[src/rtl/core/hdi_pkg.sv]
package hdi_pkg;

  localparam int ISLAND_WORDS = 18;
  localparam int LAST_WORD    = ISLAND_WORDS - 1;
  localparam int WORD_NUM_W   = 5;
  localparam int HDR_BYTES    = 4;
  localparam int SP_COUNT     = 4;
  localparam int SP_ROWS      = 8;
  localparam int ROW_AW       = 3;
  localparam int PARITY_ROW   = SP_ROWS - 1;
  localparam int STORE_BYTES  = HDR_BYTES + SP_COUNT * SP_ROWS;
  localparam int LANE_W       = 20;

  localparam logic [LANE_W-1:0] GUARD_WORD = 20'h4CD33;
  localparam logic [31:0]       SWAP_MASK7  = 32'h00aa00aa;
  localparam logic [31:0]       SWAP_MASK14 = 32'h0000cccc;
  localparam logic [1:0]        GB_PREFIX   = 2'b11;
  localparam logic [7:0]        BCH_POLY    = 8'h83;

  localparam int          CFG_AW          = 1;
  localparam logic [0:0]  CFG_ADDR_PARITY = 1'b0;

  localparam logic ACT_LOAD = 1'b0;
  localparam logic ACT_EMIT = 1'b1;

  typedef enum logic [1:0] {
    ST_IDLE,
    ST_PARITY,
    ST_PWRITE,
    ST_STREAM
  } state_t;

  typedef struct packed {
    logic                  ld_wr;
    logic                  emit_start;
    logic                  rd_en;
    logic [ROW_AW-1:0]     rd_addr;
    logic                  acc;
    logic                  acc_hdr;
    logic [1:0]            acc_sel;
    logic                  par_wr;
    logic                  out_load;
    logic [WORD_NUM_W-1:0] word_num;
  } cmd_t;

  typedef struct packed {
    logic slot_free;
  } sts_t;

  function automatic logic [9:0] terc4(input logic [3:0] n);
    logic [9:0] c;
    case (n)
      4'h0: c = 10'h29C;
      4'h1: c = 10'h263;
      4'h2: c = 10'h2E4;
      4'h3: c = 10'h2E2;
      4'h4: c = 10'h171;
      4'h5: c = 10'h11E;
      4'h6: c = 10'h18E;
      4'h7: c = 10'h13C;
      4'h8: c = 10'h2CC;
      4'h9: c = 10'h139;
      4'hA: c = 10'h19C;
      4'hB: c = 10'h2C6;
      4'hC: c = 10'h28E;
      4'hD: c = 10'h271;
      4'hE: c = 10'h163;
      4'hF: c = 10'h2C3;
      default: c = 10'h29C;
    endcase
    return c;
  endfunction

  function automatic logic [LANE_W-1:0] pair_sym(input logic [3:0] a, input logic [3:0] b);
    return {terc4(b), terc4(a)};
  endfunction

  // one byte of the reflected bch crc
  function automatic logic [7:0] bch_step(input logic [7:0] x);
    logic [7:0] c;
    c = x;
    for (int b = 0; b < 8; b++) begin
      c = c[0] ? ((c >> 1) ^ BCH_POLY) : (c >> 1);
    end
    return c;
  endfunction

  // 4x8 bit transpose of one subpacket row
  function automatic logic [31:0] transpose(input logic [31:0] v_in);
    logic [31:0] v;
    logic [31:0] t;
    v = v_in;
    t = (v ^ (v >> 7)) & SWAP_MASK7;
    v = v ^ t ^ (t << 7);
    t = (v ^ (v >> 14)) & SWAP_MASK14;
    v = v ^ t ^ (t << 14);
    return v;
  endfunction

endpackage

[src/rtl/core/hdi_in_if.sv]
interface hdi_in_if;
  logic       valid;
  logic       ready;
  logic       action;
  logic [5:0] byte_index;
  logic [7:0] byte_value;
  logic       vsync;
  logic       hsync;

  modport source (output valid, action, byte_index, byte_value, vsync, hsync, input ready);
  modport sink (input valid, action, byte_index, byte_value, vsync, hsync, output ready);
endinterface

[src/rtl/core/hdi_out_if.sv]
interface hdi_out_if;
  logic        valid;
  logic        ready;
  logic [19:0] lane0_word;
  logic [19:0] lane1_word;
  logic [19:0] lane2_word;
  logic [4:0]  word_number;
  logic        last;

  modport source (output valid, lane0_word, lane1_word, lane2_word, word_number, last,
                  input ready);
  modport sink (input valid, lane0_word, lane1_word, lane2_word, word_number, last,
                output ready);
endinterface

[src/rtl/core/hdi_ram.sv]
module hdi_ram #(
  parameter int WIDTH = 8,
  parameter int DEPTH = 8
) (
  input  logic                     clk,
  input  logic                     we,
  input  logic [$clog2(DEPTH)-1:0] waddr,
  input  logic [WIDTH-1:0]         wdata,
  input  logic                     re,
  input  logic [$clog2(DEPTH)-1:0] raddr,
  output logic [WIDTH-1:0]         rdata
);

  logic [WIDTH-1:0] mem_r [DEPTH];
  logic [WIDTH-1:0] rdata_r;

  always_ff @(posedge clk) begin
    if (we) begin
      mem_r[waddr] <= wdata;
    end
    if (re) begin
      rdata_r <= mem_r[raddr];
    end
  end

  assign rdata = rdata_r;

endmodule

[src/rtl/core/hdi_ctrl.sv]
module hdi_ctrl
  import hdi_pkg::*;
(
  input  logic clk,
  input  logic rst_n,
  input  logic in_valid,
  input  logic in_action,
  input  logic parity_mode,
  input  sts_t sts,
  output logic in_ready,
  output cmd_t cmd
);

  state_t                state_r, state_nxt;
  logic [WORD_NUM_W-1:0] cnt_r, cnt_nxt;

  always_ff @(posedge clk) begin
    if (!rst_n) begin
      state_r <= ST_IDLE;
      cnt_r   <= '0;
    end else begin
      state_r <= state_nxt;
      cnt_r   <= cnt_nxt;
    end
  end

  // next state
  always_comb begin
    state_nxt = state_r;
    cnt_nxt   = cnt_r;
    case (state_r)
      ST_IDLE: begin
        if (in_valid && in_action == ACT_EMIT) begin
          state_nxt = parity_mode ? ST_PARITY : ST_STREAM;
          cnt_nxt   = '0;
        end
      end
      ST_PARITY: begin
        if (cnt_r == WORD_NUM_W'(PARITY_ROW)) begin
          state_nxt = ST_PWRITE;
          cnt_nxt   = '0;
        end else begin
          cnt_nxt = cnt_r + 1'b1;
        end
      end
      ST_PWRITE: begin
        state_nxt = ST_STREAM;
        cnt_nxt   = '0;
      end
      ST_STREAM: begin
        if (sts.slot_free) begin
          if (cnt_r == WORD_NUM_W'(LAST_WORD)) begin
            state_nxt = ST_IDLE;
            cnt_nxt   = '0;
          end else begin
            cnt_nxt = cnt_r + 1'b1;
          end
        end
      end
      default: begin
        state_nxt = ST_IDLE;
        cnt_nxt   = '0;
      end
    endcase
  end

  // outputs
  always_comb begin
    in_ready = 1'b0;
    cmd      = '0;
    cmd.word_num = cnt_r;
    case (state_r)
      ST_IDLE: begin
        in_ready       = 1'b1;
        cmd.ld_wr      = in_valid && in_action == ACT_LOAD;
        cmd.emit_start = in_valid && in_action == ACT_EMIT;
      end
      ST_PARITY: begin
        cmd.rd_en   = cnt_r < WORD_NUM_W'(PARITY_ROW);
        cmd.rd_addr = cnt_r[ROW_AW-1:0];
        cmd.acc     = cnt_r != '0;
        cmd.acc_hdr = cnt_r != '0 && cnt_r < WORD_NUM_W'(HDR_BYTES);
        cmd.acc_sel = cnt_r[1:0] - 2'd1;
      end
      ST_PWRITE: begin
        cmd.par_wr = 1'b1;
      end
      ST_STREAM: begin
        if (sts.slot_free) begin
          cmd.out_load = 1'b1;
          // prefetch the subpacket row for the next word pair
          cmd.rd_en    = !cnt_r[0] && cnt_r < WORD_NUM_W'(2 * SP_ROWS);
          cmd.rd_addr  = cnt_r[ROW_AW:1];
        end
      end
      default: begin
        in_ready = 1'b0;
      end
    endcase
  end

  a_load_only_streaming: assert property (@(posedge clk) disable iff (!rst_n)
    cmd.out_load |-> state_r == ST_STREAM && sts.slot_free)
    else $error("word loaded outside streaming");

  a_word_in_range: assert property (@(posedge clk) disable iff (!rst_n)
    state_r == ST_STREAM |-> cnt_r <= WORD_NUM_W'(LAST_WORD))
    else $error("word counter out of range");

  a_pwrite_to_stream: assert property (@(posedge clk) disable iff (!rst_n)
    state_r == ST_PWRITE |=> state_r == ST_STREAM && cnt_r == '0)
    else $error("parity write not followed by streaming");

  a_last_to_idle: assert property (@(posedge clk) disable iff (!rst_n)
    (state_r == ST_STREAM && sts.slot_free && cnt_r == WORD_NUM_W'(LAST_WORD))
      |=> state_r == ST_IDLE)
    else $error("island did not end after last word");

endmodule

[src/rtl/core/hdi_dp.sv]
module hdi_dp
  import hdi_pkg::*;
(
  input  logic              clk,
  input  logic              rst_n,
  input  cmd_t              cmd,
  output sts_t              sts,
  input  logic [5:0]        in_byte_index,
  input  logic [7:0]        in_byte_value,
  input  logic              in_vsync,
  input  logic              in_hsync,
  output logic              out_valid,
  input  logic              out_ready,
  output logic [LANE_W-1:0] out_lane0_word,
  output logic [LANE_W-1:0] out_lane1_word,
  output logic [LANE_W-1:0] out_lane2_word,
  output logic [4:0]        out_word_number,
  output logic              out_last
);

  logic [HDR_BYTES-1:0][7:0]             hdr_r;
  logic [1:0]                            hv_r;
  logic [SP_COUNT-1:0][SP_ROWS-1:0]      vld_r;
  logic [SP_COUNT-1:0]                   rd_vld_r;
  logic [SP_COUNT-1:0][7:0]              crc_r;
  logic [7:0]                            hcrc_r;
  logic                                  out_valid_r;
  logic [LANE_W-1:0]                     lane0_r, lane1_r, lane2_r;
  logic [WORD_NUM_W-1:0]                 word_r;
  logic                                  last_r;

  logic [5:0]                            ld_off;
  logic                                  ld_hdr, ld_sp;
  logic [1:0]                            ld_sel;
  logic [ROW_AW-1:0]                     ld_row;
  logic [SP_COUNT-1:0]                   ram_we;
  logic [ROW_AW-1:0]                     ram_waddr;
  logic [SP_COUNT-1:0][7:0]              ram_wdata;
  logic [SP_COUNT-1:0][7:0]              ram_rdata;
  logic [SP_COUNT-1:0][7:0]              sp_byte;
  logic [31:0]                           row_t;
  logic [3:0]                            idx;
  logic                                  guard;
  logic [7:0]                            hb;
  logic                                  bit_a, bit_b;
  logic [LANE_W-1:0]                     lane0_nxt, lane1_nxt, lane2_nxt;

  assign ld_off = in_byte_index - 6'(HDR_BYTES);
  assign ld_hdr = in_byte_index < 6'(HDR_BYTES);
  assign ld_sp  = !ld_hdr && in_byte_index < 6'(STORE_BYTES);
  assign ld_sel = ld_off[4:3];
  assign ld_row = ld_off[ROW_AW-1:0];

  assign ram_waddr = cmd.par_wr ? ROW_AW'(PARITY_ROW) : ld_row;

  for (genvar k = 0; k < SP_COUNT; k++) begin : g_sp
    assign ram_we[k]    = cmd.par_wr || (cmd.ld_wr && ld_sp && ld_sel == 2'(k));
    assign ram_wdata[k] = cmd.par_wr ? crc_r[k] : in_byte_value;
    assign sp_byte[k]   = rd_vld_r[k] ? ram_rdata[k] : 8'h00;

    hdi_ram #(
      .WIDTH (8),
      .DEPTH (SP_ROWS)
    ) u_ram (
      .clk   (clk),
      .we    (ram_we[k]),
      .waddr (ram_waddr),
      .wdata (ram_wdata[k]),
      .re    (cmd.rd_en),
      .raddr (cmd.rd_addr),
      .rdata (ram_rdata[k])
    );
  end

  always_ff @(posedge clk) begin
    if (!rst_n) begin
      hdr_r       <= '0;
      hv_r        <= '0;
      vld_r       <= '0;
      rd_vld_r    <= '0;
      out_valid_r <= 1'b0;
    end else begin
      if (cmd.ld_wr && ld_hdr) begin
        hdr_r[in_byte_index[1:0]] <= in_byte_value;
      end
      if (cmd.par_wr) begin
        hdr_r[HDR_BYTES-1] <= hcrc_r;
      end
      if (cmd.emit_start) begin
        hv_r <= {in_vsync, in_hsync};
      end
      for (int k = 0; k < SP_COUNT; k++) begin
        if (ram_we[k]) begin
          vld_r[k][ram_waddr] <= 1'b1;
        end
        if (cmd.rd_en) begin
          rd_vld_r[k] <= vld_r[k][cmd.rd_addr];
        end
      end
      if (cmd.out_load) begin
        out_valid_r <= 1'b1;
      end else if (out_ready) begin
        out_valid_r <= 1'b0;
      end
    end
  end

  // parity accumulators
  always_ff @(posedge clk) begin
    if (cmd.emit_start) begin
      crc_r  <= '0;
      hcrc_r <= '0;
    end else if (cmd.acc) begin
      for (int k = 0; k < SP_COUNT; k++) begin
        crc_r[k] <= bch_step(crc_r[k] ^ sp_byte[k]);
      end
      if (cmd.acc_hdr) begin
        hcrc_r <= bch_step(hcrc_r ^ hdr_r[cmd.acc_sel]);
      end
    end
  end

  // word assembly
  always_comb begin
    idx   = 4'(cmd.word_num - 5'd1);
    guard = cmd.word_num == '0 || cmd.word_num == WORD_NUM_W'(LAST_WORD);
    hb    = hdr_r[idx[3:2]];
    bit_a = hb[{idx[1:0], 1'b0}];
    bit_b = hb[{idx[1:0], 1'b1}];
    row_t = transpose({sp_byte[3], sp_byte[2], sp_byte[1], sp_byte[0]});
    if (guard) begin
      lane0_nxt = pair_sym({GB_PREFIX, hv_r}, {GB_PREFIX, hv_r});
      lane1_nxt = GUARD_WORD;
      lane2_nxt = GUARD_WORD;
    end else begin
      lane0_nxt = pair_sym({idx != '0, bit_a, hv_r}, {1'b1, bit_b, hv_r});
      if (!idx[0]) begin
        lane1_nxt = pair_sym(row_t[3:0], row_t[19:16]);
        lane2_nxt = pair_sym(row_t[11:8], row_t[27:24]);
      end else begin
        lane1_nxt = pair_sym(row_t[7:4], row_t[23:20]);
        lane2_nxt = pair_sym(row_t[15:12], row_t[31:28]);
      end
    end
  end

  always_ff @(posedge clk) begin
    if (cmd.out_load) begin
      lane0_r <= lane0_nxt;
      lane1_r <= lane1_nxt;
      lane2_r <= lane2_nxt;
      word_r  <= cmd.word_num;
      last_r  <= cmd.word_num == WORD_NUM_W'(LAST_WORD);
    end
  end

  assign sts.slot_free   = !out_valid_r || out_ready;
  assign out_valid       = out_valid_r;
  assign out_lane0_word  = lane0_r;
  assign out_lane1_word  = lane1_r;
  assign out_lane2_word  = lane2_r;
  assign out_word_number = word_r;
  assign out_last        = last_r;

  a_no_overwrite: assert property (@(posedge clk) disable iff (!rst_n)
    (out_valid_r && !out_ready) |-> !cmd.out_load)
    else $error("pending transaction overwritten");

  a_no_write_clash: assert property (@(posedge clk) disable iff (!rst_n)
    !(cmd.par_wr && cmd.ld_wr))
    else $error("parity write and byte load in one cycle");

  a_parity_valid: assert property (@(posedge clk) disable iff (!rst_n)
    cmd.par_wr |=> vld_r[0][PARITY_ROW] && vld_r[SP_COUNT-1][PARITY_ROW])
    else $error("parity row not marked written");

endmodule

[src/rtl/core/hdmi_data_island_encoder.sv]
// channel | ports       | direction | contents
// input   | in_ch.*     | sink      | action, byte_index, byte_value, vsync, hsync
// result  | out_ch.*    | source    | lane0/1/2_word, word_number, last
// config  | cfg_p*      | apb slave | parity_mode at address 0
//
// an emit transaction streams 18 words at one per cycle while out_ch is not stalled; with
//   parity_mode set a parity pass over the subpacket rows comes first, one row per cycle
//   through the single read port of the subpacket rams
// the input is taken only while no island is in progress
// stalls on out_ch hold the word register and pause the word counter
// synchronous reset clears the packet store to a null packet and sets parity_mode
module hdmi_data_island_encoder
  import hdi_pkg::*;
(
  input  logic              clk,
  input  logic              rst_n,
  hdi_in_if.sink            in_ch,
  hdi_out_if.source         out_ch,
  input  logic              cfg_psel,
  input  logic              cfg_penable,
  input  logic              cfg_pwrite,
  input  logic [CFG_AW-1:0] cfg_paddr,
  input  logic [31:0]       cfg_pwdata,
  output logic [31:0]       cfg_prdata,
  output logic              cfg_pready
);

  logic parity_mode_r;
  cmd_t cmd;
  sts_t sts;
  logic in_ready;

  always_ff @(posedge clk) begin
    if (!rst_n) begin
      parity_mode_r <= 1'b1;
    end else if (cfg_psel && cfg_penable && cfg_pwrite && cfg_paddr == CFG_ADDR_PARITY) begin
      parity_mode_r <= cfg_pwdata[0];
    end
  end

  assign cfg_pready = 1'b1;
  assign cfg_prdata = (cfg_paddr == CFG_ADDR_PARITY) ? {31'b0, parity_mode_r} : 32'b0;

  assign in_ch.ready = in_ready;

  hdi_ctrl u_ctrl (
    .clk         (clk),
    .rst_n       (rst_n),
    .in_valid    (in_ch.valid),
    .in_action   (in_ch.action),
    .parity_mode (parity_mode_r),
    .sts         (sts),
    .in_ready    (in_ready),
    .cmd         (cmd)
  );

  hdi_dp u_dp (
    .clk             (clk),
    .rst_n           (rst_n),
    .cmd             (cmd),
    .sts             (sts),
    .in_byte_index   (in_ch.byte_index),
    .in_byte_value   (in_ch.byte_value),
    .in_vsync        (in_ch.vsync),
    .in_hsync        (in_ch.hsync),
    .out_valid       (out_ch.valid),
    .out_ready       (out_ch.ready),
    .out_lane0_word  (out_ch.lane0_word),
    .out_lane1_word  (out_ch.lane1_word),
    .out_lane2_word  (out_ch.lane2_word),
    .out_word_number (out_ch.word_number),
    .out_last        (out_ch.last)
  );

endmodule
[src/flat_wrapper.sv]
// flat-port wrapper written by rule: the top's interface ports become plain ports
module hdmi_data_island_encoder_flat import hdi_pkg::*;
  (clk, rst_n, cfg_psel, cfg_penable, cfg_pwrite, cfg_paddr, cfg_pwdata, cfg_prdata, cfg_pready, in_ch_valid, in_ch_action, in_ch_byte_index, in_ch_byte_value, in_ch_vsync, in_ch_hsync, in_ch_ready, out_ch_valid, out_ch_lane0_word, out_ch_lane1_word, out_ch_lane2_word, out_ch_word_number, out_ch_last, out_ch_ready);
  hdi_in_if in_ch_i ();
  hdi_out_if out_ch_i ();
  input  logic clk;
  input  logic rst_n;
  input  logic cfg_psel;
  input  logic cfg_penable;
  input  logic cfg_pwrite;
  input  logic [CFG_AW-1:0] cfg_paddr;
  input  logic [31:0] cfg_pwdata;
  output logic [31:0] cfg_prdata;
  output logic cfg_pready;
  input wire logic [$bits(in_ch_i.valid)-1:0] in_ch_valid;
  input wire logic [$bits(in_ch_i.action)-1:0] in_ch_action;
  input wire logic [$bits(in_ch_i.byte_index)-1:0] in_ch_byte_index;
  input wire logic [$bits(in_ch_i.byte_value)-1:0] in_ch_byte_value;
  input wire logic [$bits(in_ch_i.vsync)-1:0] in_ch_vsync;
  input wire logic [$bits(in_ch_i.hsync)-1:0] in_ch_hsync;
  output wire logic [$bits(in_ch_i.ready)-1:0] in_ch_ready;
  output wire logic [$bits(out_ch_i.valid)-1:0] out_ch_valid;
  output wire logic [$bits(out_ch_i.lane0_word)-1:0] out_ch_lane0_word;
  output wire logic [$bits(out_ch_i.lane1_word)-1:0] out_ch_lane1_word;
  output wire logic [$bits(out_ch_i.lane2_word)-1:0] out_ch_lane2_word;
  output wire logic [$bits(out_ch_i.word_number)-1:0] out_ch_word_number;
  output wire logic [$bits(out_ch_i.last)-1:0] out_ch_last;
  input wire logic [$bits(out_ch_i.ready)-1:0] out_ch_ready;
  assign in_ch_i.valid = in_ch_valid;
  assign in_ch_i.action = in_ch_action;
  assign in_ch_i.byte_index = in_ch_byte_index;
  assign in_ch_i.byte_value = in_ch_byte_value;
  assign in_ch_i.vsync = in_ch_vsync;
  assign in_ch_i.hsync = in_ch_hsync;
  assign in_ch_ready = in_ch_i.ready;
  assign out_ch_valid = out_ch_i.valid;
  assign out_ch_lane0_word = out_ch_i.lane0_word;
  assign out_ch_lane1_word = out_ch_i.lane1_word;
  assign out_ch_lane2_word = out_ch_i.lane2_word;
  assign out_ch_word_number = out_ch_i.word_number;
  assign out_ch_last = out_ch_i.last;
  assign out_ch_i.ready = out_ch_ready;
  hdmi_data_island_encoder u_core (.clk(clk), .rst_n(rst_n), .in_ch(in_ch_i), .out_ch(out_ch_i), .cfg_psel(cfg_psel), .cfg_penable(cfg_penable), .cfg_pwrite(cfg_pwrite), .cfg_paddr(cfg_paddr), .cfg_pwdata(cfg_pwdata), .cfg_prdata(cfg_prdata), .cfg_pready(cfg_pready));
endmodule
[config.mk]
export PLATFORM = sky130hd
export DESIGN_NAME = hdmi_data_island_encoder_flat
export DESIGN_NICKNAME = d
export VERILOG_FILES = /design/src/rtl/core/hdi_pkg.sv /design/src/rtl/core/hdi_in_if.sv /design/src/rtl/core/hdi_out_if.sv /design/src/rtl/core/hdi_ram.sv /design/src/rtl/core/hdi_ctrl.sv /design/src/rtl/core/hdi_dp.sv /design/src/rtl/core/hdmi_data_island_encoder.sv /design/src/flat_wrapper.sv
export SDC_FILE = /design/constraint.sdc
export NUM_CORES = 1
export LEC_CHECK = 0
export BUFFER_PORTS_ARGS = -buffer_cell sky130_fd_sc_hd__buf_2
export CAP_MARGIN = 20
export CORE_MARGIN = 2
export CORE_UTILIZATION = 56
export DETAILED_ROUTE_END_ITERATION = 16
export GPL_TIMING_DRIVEN = 0
export PLACE_DENSITY = 0.74
export SLEW_MARGIN = 20
export SYNTH_ARGS = -nofsm -noshare
export SYNTH_HDL_FRONTEND = slang
export SYNTH_SLANG_ARGS = --single-unit
[constraint.sdc]
create_clock -name clk -period 6.5 [get_ports clk]
set_clock_uncertainty 0.15 [all_clocks]
set_input_delay 0.65 -clock clk [delete_from_list [all_inputs] [get_ports clk]]
set_output_delay 0.65 -clock clk [all_outputs]
set_load 0.01 [all_outputs]
; ---- Word-level counts from Yosys, hierarchy flattened
; Memories as Yosys holds them, arrays and structs flattened. A register that Yosys moved wholly into a read port is not among the register bits.
; Index checks and enable logic that the tools add are counted.
[word_totals]
memories = 13
elab_cells = 278
rom_bits = 1440
inputBits = 57
regBits = 185
mem_bits_rw = 256
out_inout_bits = 101
[mem_list]
columns = memory, depth, word_bits, rd, rd_ports_with_merged_regs, wr, line
row1 = (name not given), 16, 10, 1, 0, 0, hdi_pkg.sv:52  ; case (n)
row2 = (name not given), 16, 10, 1, 0, 0, hdi_pkg.sv:52
row3 = (name not given), 16, 10, 1, 0, 0, hdi_pkg.sv:52
row4 = (name not given), 16, 10, 1, 0, 0, hdi_pkg.sv:52
row5 = (name not given), 16, 10, 1, 0, 0, hdi_pkg.sv:52
row6 = (name not given), 16, 10, 1, 0, 0, hdi_pkg.sv:52
row7 = +7 memories, n/a, n/a, n/a, n/a, n/a, n/a
[op_classes]
eq_ne = 22
bitwise_logic = 57
n_mux = 107
n_lt_le_gt_ge = 14
n_reduce_logical = 37
n_addsub = 4
[ops]
columns = op, count
row1 = 8-bit 2-to-1 mux, 52
row2 = 2-bit NOT with 3-bit output, 40
row3 = 10-bit case mux with 8 select lines, 1
row4 = 20-bit 2-to-1 mux, 3
row5 = 10-bit case mux with 4 select lines, 1
row6 = 8-bit XOR, 5
row7 = 8-bit binary-select mux with 2-bit select, 2
row8 = 32-bit bitwise mux, 1
row9 = 32-bit 2-to-1 mux, 1
row10 = 8-bit bitwise OR, 4
row11 = 32-bit by 16-bit XOR with 32-bit output, 1
row12 = 32-bit by 24-bit XOR with 32-bit output, 1
row13 = 32-bit by 30-bit XOR with 32-bit output, 1
row14 = 32-bit by 31-bit XOR with 32-bit output, 1
row15 = 24-bit XOR, 1
row16 = 1-bit 2-to-1 mux, 22
row17 = 5-bit 2-to-1 mux, 4
row18 = 5-bit case mux with 4 select lines, 1
row19 = 8-bit demux with 2-bit select, 1
row20 = 1-bit logical AND, 16
row21 = 3-bit by 4-bit < comparator with 1-bit output (second input constant), 4
row22 = 16-bit XOR, 1
row23 = 1-bit binary-select mux with 3-bit select, 4
row24 = 2-bit equality test (second input constant), 6
row25 = other kinds (37), 67

; ---- Longest topological paths before layout
[logic_depth]
depth_word = 22
ltp_mapped = 14

; ---- Cells and area by module
; Synthesis repeated with hierarchy kept, for this count alone.
[hier_totals]
hier_cells = 1967
hier_area_um2 = 24435.9
[modules_own_cells]
columns = mod, area_each_um2, n_inst, seq_area_each_um2, cells_each
row1 = hdi_dp, 12413.2, 1, 4204.0, 1394
row2 = hdi_ram, 2771.4, 4, 2162.1, 114
row3 = hdi_ctrl, 616.8, 1, 140.1, 77
row4 = hdmi_data_island_encoder, 320.3, 1, 20.0, 40

; ---- Worst setup path after synthesis
; No wires, ideal clock.
[synth_timing]
path_type = input -> register
start = in out_ch_ready
end = reg u_core.u_dp.g_sp[0].u_ram.rdata_r[0], read port of u_core.u_dp.g_sp[0].u_ram.mem_r (enable)
setup_ns = 0.433
slack_ns = 1.379
required_ns = 5.917
cell_stages = 5
arrival_ns = 4.538
n_path_buf = 1
cell_sequence = nor2b_1 -> nor2b_1 -> clkbuf_1 -> a32oi_1 -> nor2_1
[synth_rtl]
columns = item, line
row1 = from (decl), flat_wrapper.sv:28  ; input wire logic [$bits(out_ch_i.ready)-1:0] out_ch_ready;
row2 = to (decl), hdi_ram.sv:15  ; logic [WIDTH-1:0] rdata_r;

; ---- Worst setup path in the final report
[layout_timing]
start = reg u_core.u_ctrl.cnt_r[0]
end = reg u_core.u_dp.g_sp[2].u_ram.rdata_r[4], read port of u_core.u_dp.g_sp[2].u_ram.mem_r (data pin)
[layout_via]
elab_chain_cells = 4
[layout_rtl]
columns = item, line
row1 = from (decl), hdi_ctrl.sv:15  ; logic [WORD_NUM_W-1:0] cnt_r, cnt_nxt;
row2 = from (signal assigned), hdi_ctrl.sv:23  ; cnt_r <= cnt_nxt;
row3 = 5-bit < comparator / 1-bit logical NOT (equally long branches), hdi_ctrl.sv:92  ; cmd.rd_en = !cnt_r[0] && cnt_r < WORD_NUM_W'(2 * SP_ROWS);
row4 = 1-bit logical AND, hdi_ctrl.sv:92
row5 = 4-bit 2-to-1 mux, hdi_ctrl.sv:89  ; if (sts.slot_free) begin
row6 = 4-bit case mux with 2 select lines *, hdi_ctrl.sv:72  ; case (state_r)
row7 = to (decl), hdi_ram.sv:15
; Mark *: on every way between the ends. The rest lies on a longest branch, timed or not.
; A chain may end at the register's enable or synchronous reset.

==> results by group <==
Status
  – Outcome: complete, no violations

Setup path
  – Worst Path Max Fanout: 10
  – Family with the most delay on the worst path: buffers and inverters
  – Most used cell, CP: clkbuf_1
  – Crit-path cells: buf_2, buf_4, buf_2, a22o_1, clkbuf_1, clkbuf_1, clkbuf_1, nand2_1, nand3_1, nand3_1, nand2_1
  – Crit path largest cell delay: 0.60 ns
  – CP Data Arrival Time: 4.37 ns
  – Type of destination of the critical path: register
  – Critical path class: reg2reg
  – CP Launch Type: register
  – Critical-path cell with the highest stage delay: clkbuf_1
  – Worst path bufs/invs: 6
  – CP required: ~6.8 ns

Cells and area
  – Fin util: around 64%
  – Commonest cells after routing, fill and taps aside: nand2_1, edfxtp_1, nor2_1, nand3_1, clkbuf_1
  – Final Cell Area: roughly 0.027 mm2
  – Final net count: 2742
  – Synth-to-layout area growth: 11.9%
  – Most common cell after layout, fill and taps aside: nand2_1
  – Layout cells sized above 1: 8.94%
  – Antenna diode count: 0
  – Fin cells: between 3000 and 4000

Logic synthesis
  – Syn avg cell area: roughly 9.9 um2
  – Multiplexer share of the synthesized area: under 10%
  – Syn. warnings: 0
  – Area share of the largest cell type after synthesis: 44.2%
  – Post-synthesis simple-gate area fraction: about a fifth
  – Count of different cell masters after synthesis: 75
  – Largest family of logic cells by synthesized area: simple AND/OR/NAND/NOR gates
  – Synth area leader: edfxtp_1
  – Post-synthesis sequential area ratio: 54.1%
  – Number of synthesized register bits: approximately 470
  – Mapped Area: between 0.02 and 0.025 mm2
  – Synth Area in XOR/XNOR: 5.43%
  – Synth Instances: about 2400
  – Main flop type after synthesis: edfxtp_1
  – Main area contributors after synthesis: edfxtp_1, dfxtp_1, nand2_1, nand3_1, nor2_1
  – Complex-gate fraction of the synthesized area: under 10%
  – EDFF count, synth: roughly 350
  – Adder-cell share of the synthesized area: 3.80%
  – FFs w/ async S/R, synth: 0%

Worst hold path
  – HP Class: in2reg

Clock network
  – CTS sink count: between 400 and 500
  – CTS resizes: 0
  – CTS tree: built
  – Total CTS buffers: 48
  – Clock Tree Buf Depth: 3
  – Number of hold buffers added after cts: 0
  – Post-CTS setup buffer count: 0
  – Clock latency at the later pin of the worst-skew pair: between 0.6 and 0.7 ns
  – Clock slew at reported path FFs: 0.06 ns
  – Root Buffer: clkbuf_16
  – CTS H-tree lvls: 2

Placed design
  – Worst slack at placement: about 2.4 ns
  – Routability cong.: approximately 0.9
  – HPWL Detailed: around 49000 um
  – DP Area: between 0.02 and 0.03 mm2
  – Port bufs: 94
  – Cells after DPL: slightly above 3000

Timing
  – RSZ-0062 raised after global routing: false
  – Hold Slack: around 0.13 ns
  – Post-route setup slack: 2.41 ns
  – Highest clock rate: 245 MHz
  – Final Setup Violations: 0
  – Fin. Hold Viols: 0
  – Final worst-path cycle share: around 63%
  – Final slew viol count: 0
  – Sum of negative setup slack: 0 ns
  – Final Critical Period: between 4 and 5 ns
  – Least-Margin Pin Slew: 1.13 ns
  – Max-slew headroom: around 24%

Detailed routing
  – Number of iterations in the first detailed-routing pass: 8
  – DR DRC count: 0
  – Iteration-0 DRC Markers: 1873
  – Routed Antenna Nets: 0
  – Routed vias/inst: 5.99
  – Final WL: around 67000 um
  – Via count: between 15000 and 20000
  – Post-DR wirelength/cell: around 21 um

Floorplan
  – Die area: about 0.045 mm2
  – CORE AREA: roughly 0.042 mm2
  – Die Ht: around 210 um
  – Rows: 75
  – Initial core utilization: between 50% and 60%
  – Die W: about 210 um
  – Boundary Pins: 158

Pwr
  – Static leakage: between 10 and 15 nW
  – Pwr dens: between 400 and 500 mW/mm2
  – Total Power: ~11 mW
  – VDD IR max: approximately 0.22 mV

Global route
  – GRT Overall Usage: a little under a third
  – First-pass GRT wire length: a little over 100000 um
  – Vias in the first global route: ~18000
  – Remaining global-route overflow: 0
  – Initial antenna violation count: 1
  – Largest net degree at the start of global routing: 62

Run
  – Max-Cap Viols: 0
## routing by layer
metal	vias up	GRT usage, %	wire (um)
li1	8836	-	-
met1	9055	40.6	27200
met2	1025	48.8	31000
met3	192	4.00	6040
met4	2	13.2	2650
met5	-	0	8
## cells in the mapped netlist (17+ instances only)
library cell,n
inv_1,32
edfxtp_1,354
a21oi_1,96
nand2_1,511
nor2_1,253
clkbuf_1,113
nand3_1,243
xor2_1,36
buf_4,35
mux2i_1,52
buf_1,19
nor2b_1,18
ha_1,73
o21ai_0,80
a211oi_1,39
nand2b_1,18
xnor2_1,74
dfxtp_1,119
and2_1,28
o211ai_1,31
nor3_1,23
or3_1,17
## path summary, 6_finish.rpt
kind / start / to / slack, ns / cells after the start
hold / removal: cfg_pwdata[0] / u_core.parity_mode_r / 0.13 / 3
hold reg to reg: u_core.u_dp.vld_r[29] / u_core.u_dp.vld_r[29] / 0.32 / 2
setup reg to reg: u_core.u_ctrl.cnt_r[0] / u_core.u_dp.g_sp[2].u_ram.rdata[4] / 2.41 / 11
setup / recovery: u_core.u_ctrl.cnt_r[0] / u_core.u_dp.g_sp[2].u_ram.rdata[4] / 2.41 / 11
## logic make-up after synthesis
family                     count (synthesis)
and+or+nand+nor                         1141
DFF                                      473
AOI/OAI and AO/OA                        343
buffers and inverters                    213
xor gates and xnor gates                 126
adders and majority gates                 73
muxes                                     65
other                                      2
## worst reg2reg max path: stages, from the launching register on
cell	delay, ns
dfxtp_1	0.49
buf_2	0.27
buf_4	0.21
buf_2	0.28
a22o_1	0.26
clkbuf_1	0.60
clkbuf_1	0.54
clkbuf_1	0.56
nand2_1	0.13
nand3_1	0.12
nand3_1	0.11
nand2_1	0.20
## flip-flops by register name, indices dropped and copies added, names as in the netlist, 2 cells and up
signal	flops
u_core.u_dp.g_sp.u_ram.mem_r	256
u_core.u_dp.crc_r	32
u_core.u_dp.g_sp.u_ram.rdata	32
u_core.u_dp.hdr_r	32
u_core.u_dp.vld_r	32
u_core.u_dp.out_lane0_word	20
u_core.u_dp.out_lane1_word	20
u_core.u_dp.out_lane2_word	20
u_core.u_dp.hcrc_r	8
u_core.u_ctrl.cnt_r	5
u_core.u_dp.out_word_number	5
u_core.u_dp.rd_vld_r	4
u_core.u_ctrl.state_r	2
u_core.u_dp.hv_r	2
## where the power goes
part / internal, mW / switching, mW
registers: 3.75 / 0.246
logic: 1.67 / 2.66
clock network: 1.53 / 1.18
## layout make-up
cell class                      count  area (um2)
Inverter                           34         128
Multi-Input combinational cell   1780       10200
Clock inverter                     21         210
Buffer                            179         828
Clock buffer                       68        1340
Fill cell                        3325       15200
Tap cell                          539         674
Sequential cell                   473       13000
Timing Repair Buffer               96         526
Power figures use the tool's default switching activity.
